**src/design/bf3_pkg.sv**
```systemverilog
// Shared types and constants for the 3x3 bilateral filter.
// No dependencies; imported by bf3_div and bilateral_filter_3x3_top.
package bf3_pkg;

  localparam int PIX_W   = 8;
  localparam int COORD_W = 10;
  localparam int NB_CNT  = 8;

  // config register map, word index = paddr[3:2]
  typedef enum logic [1:0] {
    REG_LINE_WIDTH    = 2'd0,
    REG_FRAME_HEIGHT  = 2'd1,
    REG_EDGE_WEIGHT   = 2'd2,
    REG_CORNER_WEIGHT = 2'd3
  } reg_idx_e;

  localparam logic [10:0] LINE_WIDTH_RST    = 11'd1024;
  localparam logic [10:0] FRAME_HEIGHT_RST  = 11'd1024;
  localparam logic [15:0] EDGE_WEIGHT_RST   = 16'd39750;
  localparam logic [15:0] CORNER_WEIGHT_RST = 16'd24109;
  localparam logic [10:0] DIM_MIN           = 11'd3;

  // position of a filtered pixel, carried alongside the datapath
  typedef struct packed {
    logic [COORD_W-1:0] row;
    logic [COORD_W-1:0] col;
    logic               done;
  } bf3_meta_t;

endpackage

```
**src/design/bf3_div.sv**
```systemverilog
// Pipelined restoring divider, one quotient bit per stage, 8-bit quotient.
// Depends on bf3_pkg (PIX_W, bf3_meta_t).
module bf3_div import bf3_pkg::*; #(
  parameter int NUM_W = 32,
  parameter int DEN_W = 24
) (
  input  logic             clk_i,
  input  logic             rst_ni,
  input  logic             in_valid_i,
  output logic             in_ready_o,
  input  logic [NUM_W-1:0] num_i,
  input  logic [DEN_W-1:0] den_i,
  input  bf3_meta_t        meta_i,
  output logic             out_valid_o,
  input  logic             out_ready_i,
  output logic [PIX_W-1:0] quot_o,
  output bf3_meta_t        meta_o
);

  logic [PIX_W-1:0] v_q;
  logic [NUM_W-1:0] rem_q  [PIX_W];
  logic [DEN_W-1:0] den_q  [PIX_W];
  logic [PIX_W-1:0] quo_q  [PIX_W];
  bf3_meta_t        meta_q [PIX_W];
  logic [PIX_W:0]   rdy;

  assign rdy[PIX_W] = out_ready_i;

  for (genvar k = 0; k < PIX_W; k++) begin : g_stage
    localparam int BIT = PIX_W - 1 - k;
    logic             v_in;
    logic [NUM_W-1:0] rem_in;
    logic [DEN_W-1:0] den_in;
    logic [PIX_W-1:0] quo_in;
    bf3_meta_t        meta_in;
    logic [NUM_W-1:0] shd;
    logic             ge;

    if (k == 0) begin : g_first
      assign v_in    = in_valid_i;
      assign rem_in  = num_i;
      assign den_in  = den_i;
      assign quo_in  = '0;
      assign meta_in = meta_i;
    end else begin : g_next
      assign v_in    = v_q[k-1];
      assign rem_in  = rem_q[k-1];
      assign den_in  = den_q[k-1];
      assign quo_in  = quo_q[k-1];
      assign meta_in = meta_q[k-1];
    end

    assign rdy[k] = !v_q[k] || rdy[k+1];
    assign shd    = NUM_W'(den_in) << BIT;
    assign ge     = rem_in >= shd;

    always_ff @(posedge clk_i or negedge rst_ni) begin
      if (!rst_ni) begin
        v_q[k] <= 1'b0;
      end else if (rdy[k]) begin
        v_q[k] <= v_in;
      end
    end

    always_ff @(posedge clk_i) begin
      if (rdy[k]) begin
        rem_q[k]  <= ge ? (rem_in - shd) : rem_in;
        den_q[k]  <= den_in;
        quo_q[k]  <= quo_in | (PIX_W'(ge) << BIT);
        meta_q[k] <= meta_in;
      end
    end
  end

  assign in_ready_o  = rdy[0];
  assign out_valid_o = v_q[PIX_W-1];
  assign quot_o      = quo_q[PIX_W-1];
  assign meta_o      = meta_q[PIX_W-1];

endmodule

```
**config.mk**
```make
export PLATFORM = sky130hd
export DESIGN_NAME = bf3_div
export DESIGN_NICKNAME = d
export VERILOG_FILES = /design/src/design/bf3_pkg.sv /design/src/design/bf3_div.sv
export SDC_FILE = /design/constraint.sdc
export NUM_CORES = 1
export LEC_CHECK = 0
export BUFFER_PORTS_ARGS = -buffer_cell sky130_fd_sc_hd__buf_2
export CAP_MARGIN = 20
export CORE_ASPECT_RATIO = 0.75
export CORE_MARGIN = 2
export CORE_UTILIZATION = 30
export DETAILED_ROUTE_END_ITERATION = 10
export SYNTH_ARGS = -nofsm -noshare
export SYNTH_HDL_FRONTEND = slang
export SYNTH_SLANG_ARGS = --single-unit
export TNS_END_PERCENT = 10
```
**constraint.sdc**
```tcl
create_clock -name clk_i -period 6.23 [get_ports clk_i]
set_input_delay 0.3115 -clock clk_i [delete_from_list [all_inputs] [get_ports clk_i]]
set_output_delay 0.3115 -clock clk_i [all_outputs]
set_load 0.02 [all_outputs]
```
==> results of run 1 <==
-- layout make-up --
cell class / instances / area [um2]
Sequential cell: 604 / 18100
Multi-Input combinational cell: 1651 / 11500
Inverter: 257 / 972
Fill cell: 9877 / 66100
Tap cell: 1339 / 1680
Clock inverter: 35 / 397
Timing Repair Buffer: 180 / 1210
Clock buffer: 76 / 1580
-- logic make-up (layout without fill, tap and decap cells) --
kind of cell / after synthesis / count (layout) / synth area share
compound gates: 642 / 642 / 0.131
fa+ha+maj: 199 / 199 / 0.0827
xor+xnor: 165 / 165 / 0.0470
simple gates: 613 / 613 / 0.0961
flops: 604 / 604 / 0.588
mux: 32 / 32 / 0.0126
buf+inv: 323 / 548 / 0.0422
-- timing repair --
item,in CTS,in global routing
setup buffers,0,0
hold buffers,56,0
resized for setup,0,0
endpoints found under the hold margin,63,0
-- critical path, stage by stage (launching register included) --
cell and delay [ns]:
edfxtp_1 0.40, ha_1 0.23, fa_1 0.41, nor2b_1 0.13, o21ai_1 0.09, a21oi_1 0.25, o41a_1 0.27, a2111oi_4 0.08
o31ai_4 0.95, buf_4 0.41, nor4b_1 0.36, nor3_1 0.10
-- cells in the final DEF (no fill, tap or decap), types with 10 or more instances in the layout --
master | Yosys | final
edfxtp_1 | 596 | 596
a21oi_1 | 257 | 256
inv_1 | 256 | 254
ha_1 | 192 | 192
nor2_1 | 184 | 184
nand2_1 | 158 | 155
buf_2 | 29 | 111
o21ai_0 | 102 | 102
xnor2_1 | 93 | 93
a21o_1 | 78 | 78
xor2_1 | 72 | 72
clkbuf_16 | 0 | 59
dlygate4sd3_1 | 0 | 56
nand3_1 | 43 | 41
nand2b_1 | 38 | 38
nor3_1 | 35 | 35
nor2b_1 | 32 | 32
nand4_1 | 28 | 28
a31oi_1 | 24 | 24
o21a_1 | 24 | 24
o21ai_1 | 22 | 22
mux2_2 | 19 | 19
and3_1 | 18 | 18
or3_1 | 17 | 17
o31ai_1 | 17 | 17
a211oi_1 | 14 | 14
clkinv_2 | 0 | 13
clkbuf_1 | 30 | 13
buf_4 | 2 | 13
o21bai_1 | 12 | 12
nor4_1 | 11 | 11
or2_2 | 10 | 10
-- flip-flops by register name, indices dropped and copies added (netlist names) --
| name | count |
|---|---|
| quo_q | 36 |
| meta_q | 168 |
| rem_q | 224 |
| out_valid_o | 1 |
| g_stage.v_in | 7 |
| den_q | 168 |
-- per-layer routing --
| metal | routed length, um | track usage | vias to the layer above |
|---|---|---|---|
| met5 | 0 | 0 | - |
| met1 | 33000 | 0.184 | 9021 |
| met3 | 2950 | 0.0185 | 74 |
| met2 | 26200 | 0.175 | 417 |
| met4 | 1280 | 0.0318 | 0 |
| li1 | - | - | 9801 |
-- through the flow --
step	instances	hold WS, ns
after floorplan	2578	0.0159
after global placement	3975	0.166
after detailed placement	3975	0.168
after CTS	4142	0.00909
after global routing	4142	0.0444
final	4142	0.0503
-- worst paths after layout --
kind                          startpoint              end  slack [ns]  cells after the start
min in group asynchronous         rst_ni  g_stage[2].v_in        0.08                      2
max reg2reg                  den_q[2][0]     rem_q[1][59]        2.25                     11
max                          den_q[2][0]     rem_q[1][59]        2.25                     11
max in group asynchronous         rst_ni  g_stage[7].v_in        5.98                      2
min                            num_i[11]     rem_q[0][11]        0.05                      3
min reg2reg                meta_q[1][57]    meta_q[1][78]        0.42                      0
-- power by group --
part           total (uW)  internal (uW)  switching (uW)
sequential           7110           6350             753
clock                3640           2100            1550
combinational        7150           3070            4080
==> flow_metrics.py, run 1 <==
metrics = {
    "run_status": {
        "status": "finished, final reports clean",
    },
    "flow_run": {
        "cap_viol_max_count": 0,
    },
    "setup_path": {
        "worstSetupPathType": "flop to flop",
        "worstSetupStartpointType": "flop",
        "arrival_ns": 4.35,
        "critPathRequiredTime_ns": 6.59,
        "worstPathMaxFanout": 24,
        "cp-end-kind": "flop",
    },
    "sta": {
        "max_freq_ghz": 0.251,
        "clock-skew-final_ns": 0.0239,
        "finalSetupViolCount": 0,
        "setup_ws_ns": 2.25,
        "period_share": 0.640,
        "max_slew_margin": 0.271,
        "hold_viol": 0,
        "setup_tns_ns": 0,
        "slew_viol_final": 0,
        "tightest_slew_ns": 1.09,
        "fin_crit_ns": 3.98,
        "rsz0062_at_grt": "no",
    },
    "synthesis": {
        "yosys.area.top_type": "edfxtp_1",
        "synth-seq-cells": 604,
        "yosysWarnings": 0,
        "dominantRegCellSynth": "edfxtp_1",
        "synth_nets": 2858,
        "synth_top_area_frac": 0.582,
        "synth.area.top_cells": "edfxtp_1 58%, ha_1 7.8%, a21oi_1 4.2%",
        "synth_enable_flop_cells": 596,
        "ys_types": 83,
        "yosysSeqAreaShare": 0.588,
        "synth_most_common_cell": "edfxtp_1",
        "syn_area_um2": 30800,
        "syn_avg_cell_area_um2": 11.9,
        "async_flop_share": 0.0132,
        "netlist_instances": 2578,
        "yosys-top-cells-count": "596 x edfxtp_1, 257 x a21oi_1, 256 x inv_1",
    },
    "cts": {
        "clk-insertion-delay-late_ns": 0.64,
        "clockBufferDepth": 3,
        "cts.clk_slew.worst_paths_ns": 0.07,
        "cts_tree": "yes",
        "htree_levels": 2,
        "cts_sinks": 604,
        "cts_buffers": 59,
        "root_buffer": "clkbuf_16",
    },
    "final_layout": {
        "final_nets": 3033,
        "syn_to_final_growth_pct": 15.1,
        "final_core_util": 0.349,
        "num_antenna_cells": 0,
        "drive_gt1_frac": 0.103,
        "stdcell_area_um2": 35400,
    },
    "drt": {
        "vias_per_cell": 4.66,
        "drc": 0,
        "vias": 19300,
        "postRouteAntennaNets": 0,
        "drtPass1Iterations": 5,
        "drt-initial-drc-count": 1439,
        "wl_per_cell_um": 15.3,
        "wirelength_um": 63400,
    },
    "global_route": {
        "grt-ovfl-total": 0,
        "grt_max_degree": 75,
        "grt_pass1_wl_um": 102000,
        "grt_use_total": 0.120,
        "antenna_found_initial": 0,
        "grt_pass1_vias": 18300,
    },
    "floorplanning": {
        "io_pins": 112,
        "rows": 101,
        "dieWidth_um": 374,
        "initial_core_util": 0.303,
        "dieHeight_um": 281,
        "core_area_um2": 101000,
        "dieArea_um2": 105000,
    },
    "place": {
        "place_area_um2": 32900,
        "dp_slack_ns": 2.33,
        "gp_congestion": 0.862,
        "dp_hpwl_um": 46600,
        "io_buffer_count": 111,
    },
    "power": {
        "p_leak_uw": 0.0142,
        "pwr_density_cell_nw_per_um2": 506,
        "peakVddDrop_mv": 0.222,
        "power_uw": 17900,
    },
    "min_path": {
        "hp-class": "input pin to flop",
    },
}
Power figures use the tool's default switching activity.
==> inputs of run 2 (changes only) <==
- clock period: 6.23 -> 3.7 ns (I/O delays scaled with it)
==> flow_metrics.py, run 2 (synthesis gave the netlist of run 1 again) <==
metrics = {
    "place": {
        "dp.cells": 3997,
        "place_area_um2": 33100,
        "dp_slack_ns": 0.359,
        "gp_congestion": 0.925,
        "dp_hpwl_um": 46300,
        "io_buffer_count": 111,
    },
    "sta": {
        "hold_viol": 0,
        "setup_ws_ns": 0.296,
        "finalSetupViolCount": 0,
        "fin_crit_ns": 3.40,
        "rsz0062_at_grt": "no",
        "period_share": 0.920,
        "setup_tns_ns": 0,
        "slew_viol_final": 0,
        "tightest_slew_ns": 1.06,
        "max_slew_margin": 0.291,
        "clock-skew-final_ns": 0.0263,
        "max_freq_ghz": 0.294,
    },
    "cts": {
        "cts_buffers": 58,
        "cts_sinks": 604,
        "cts.clk_slew.worst_paths_ns": 0.06,
        "cts_tree": "yes",
        "clk-insertion-delay-late_ns": 0.62,
        "clockBufferDepth": 3,
        "cts_resized": 0,
        "root_buffer": "clkbuf_16",
        "htree_levels": 2,
    },
    "setup_path": {
        "critPathRequiredTime_ns": 4.06,
        "cp-end-kind": "flop",
        "worstPathMaxFanout": 16,
        "critical_path.top_delay_family": "compound AO/OA/AOI/OAI gates",
        "cp_cell_sequence": "inv_1, ha_1, inv_1, fa_1, a21o_1, a21oi_2, o211ai_1, a211oi_1, o221ai_1, a41oi_4, buf_4, nor3b_1, o31ai_1, xnor2_1",
        "rrSetupSlack_ns": 0.30,
        "worstSetupPathType": "flop to flop",
        "worstSetupStartpointType": "flop",
        "crit_top_cell": "inv_1",
        "cp_slowest_cell": "fa_1",
        "arrival_ns": 3.77,
        "critPathMaxStageDelay_ns": 0.40,
        "critical_path_buf_inv_count": 3,
    },
    "drt": {
        "vias": 19400,
        "drtPass1Iterations": 7,
        "wirelength_um": 61900,
        "wl_per_cell_um": 14.8,
        "vias_per_cell": 4.62,
        "postRouteAntennaNets": 0,
        "drc": 0,
        "drt-initial-drc-count": 1470,
    },
    "final_layout": {
        "fin_cells": 4185,
        "final_nets": 3078,
        "largest_register": "rem_q",
        "largest_reg_flops": 224,
        "syn_to_final_growth_pct": 16.4,
        "fillCellCount": 9909,
        "final_cell_mix": "596 x edfxtp_1, 256 x a21oi_1, 254 x inv_1",
        "reg_top3": "rem_q (224), den_q (168), meta_q (168)",
        "num_antenna_cells": 0,
        "stdcell_area_um2": 35800,
        "drive_gt1_frac": 0.105,
        "layout_commonest_cell": "edfxtp_1",
    },
    "global_route": {
        "grt_pass1_wl_um": 99600,
        "grt_max_degree": 83,
        "grt_pass1_vias": 18400,
        "grt-ovfl-total": 0,
        "grt_use_total": 0.117,
        "antenna_found_initial": 0,
    },
    "floorplanning": {
        "rows": 101,
        "initial_core_util": 0.303,
        "core_area_um2": 101000,
        "dieWidth_um": 374,
        "io_pins": 112,
        "dieArea_um2": 105000,
        "dieHeight_um": 281,
    },
    "flow_run": {
        "cap_viol_max_count": 0,
    },
    "power": {
        "pwr_density_cell_nw_per_um2": 836,
        "peakVddDrop_mv": 0.370,
        "p_leak_uw": 0.0144,
    },
    "min_path": {
        "hp-class": "input pin to flop",
    },
    "run_status": {
        "status": "finished, final reports clean",
    },
}
## run 2: timing repair
action / CTS / global route
buffers inserted: 0 / 0
hold endpoints to repair: 86 / 0
hold buffers: 80 / 0
## run 2: cell type report
class,count,area [um2],share of cell area
Clock buffer,78,1570,0.0438
Clock inverter,30,324,0.00905
Inverter,257,972,0.0272
Multi-Input combinational cell,1651,11500,0.320
Sequential cell,604,18100,0.506
Tap cell,1339,1680,0.0468
Timing Repair Buffer,226,1690,0.0473
## run 2: final timing paths
| kind | startpoint | endpoint | depth (start not counted) |
|---|---|---|---|
| worst max-delay path | rem_q[0][6] | rem_q[0][62] | 14 |
| worst min-delay path | num_i[30] | rem_q[0][30] | 3 |
| worst max register to register | rem_q[0][6] | rem_q[0][62] | 14 |
| worst min register to register | quo_q[1][13] | quo_q[1][21] | 0 |
| max in group asynchronous | rst_ni | out_valid_o | 3 |
| min in group asynchronous | rst_ni | g_stage[3].v_in | 3 |
## run 2: metrics by stage
step                      power (uW)  hold slack, ns  utilization
after CTS                      30100          0.0152        0.353
after floorplan                21000          -0.111            -
after global routing           32200          0.0363        0.353
after global placement         23900          0.0413        0.326
after detailed placement       24000          0.0428        0.326
final                          29900          0.0636        0.353
## run 2: per-layer routing
layer / part of all wire / vias up / track usage
li1: - / 9888 / -
met1: 0.52 / 8889 / 0.178
met2: 0.40 / 483 / 0.169
met3: 0.045 / 91 / 0.0182
met4: 0.026 / 0 / 0.0369
met5: 0 / - / 0
## run 2: tightest hold or removal path, stage by stage
cell	delay, ns
buf_2	0.10
and3_1	0.16
a31o_2	0.11
## run 2: report_power, final
part           switching [uW]  total (uW)  internal [uW]
sequential               1250       11900          10700
combinational            6810       12100           5290
clock                    2480        5870           3390
total                   10500       29900          19400
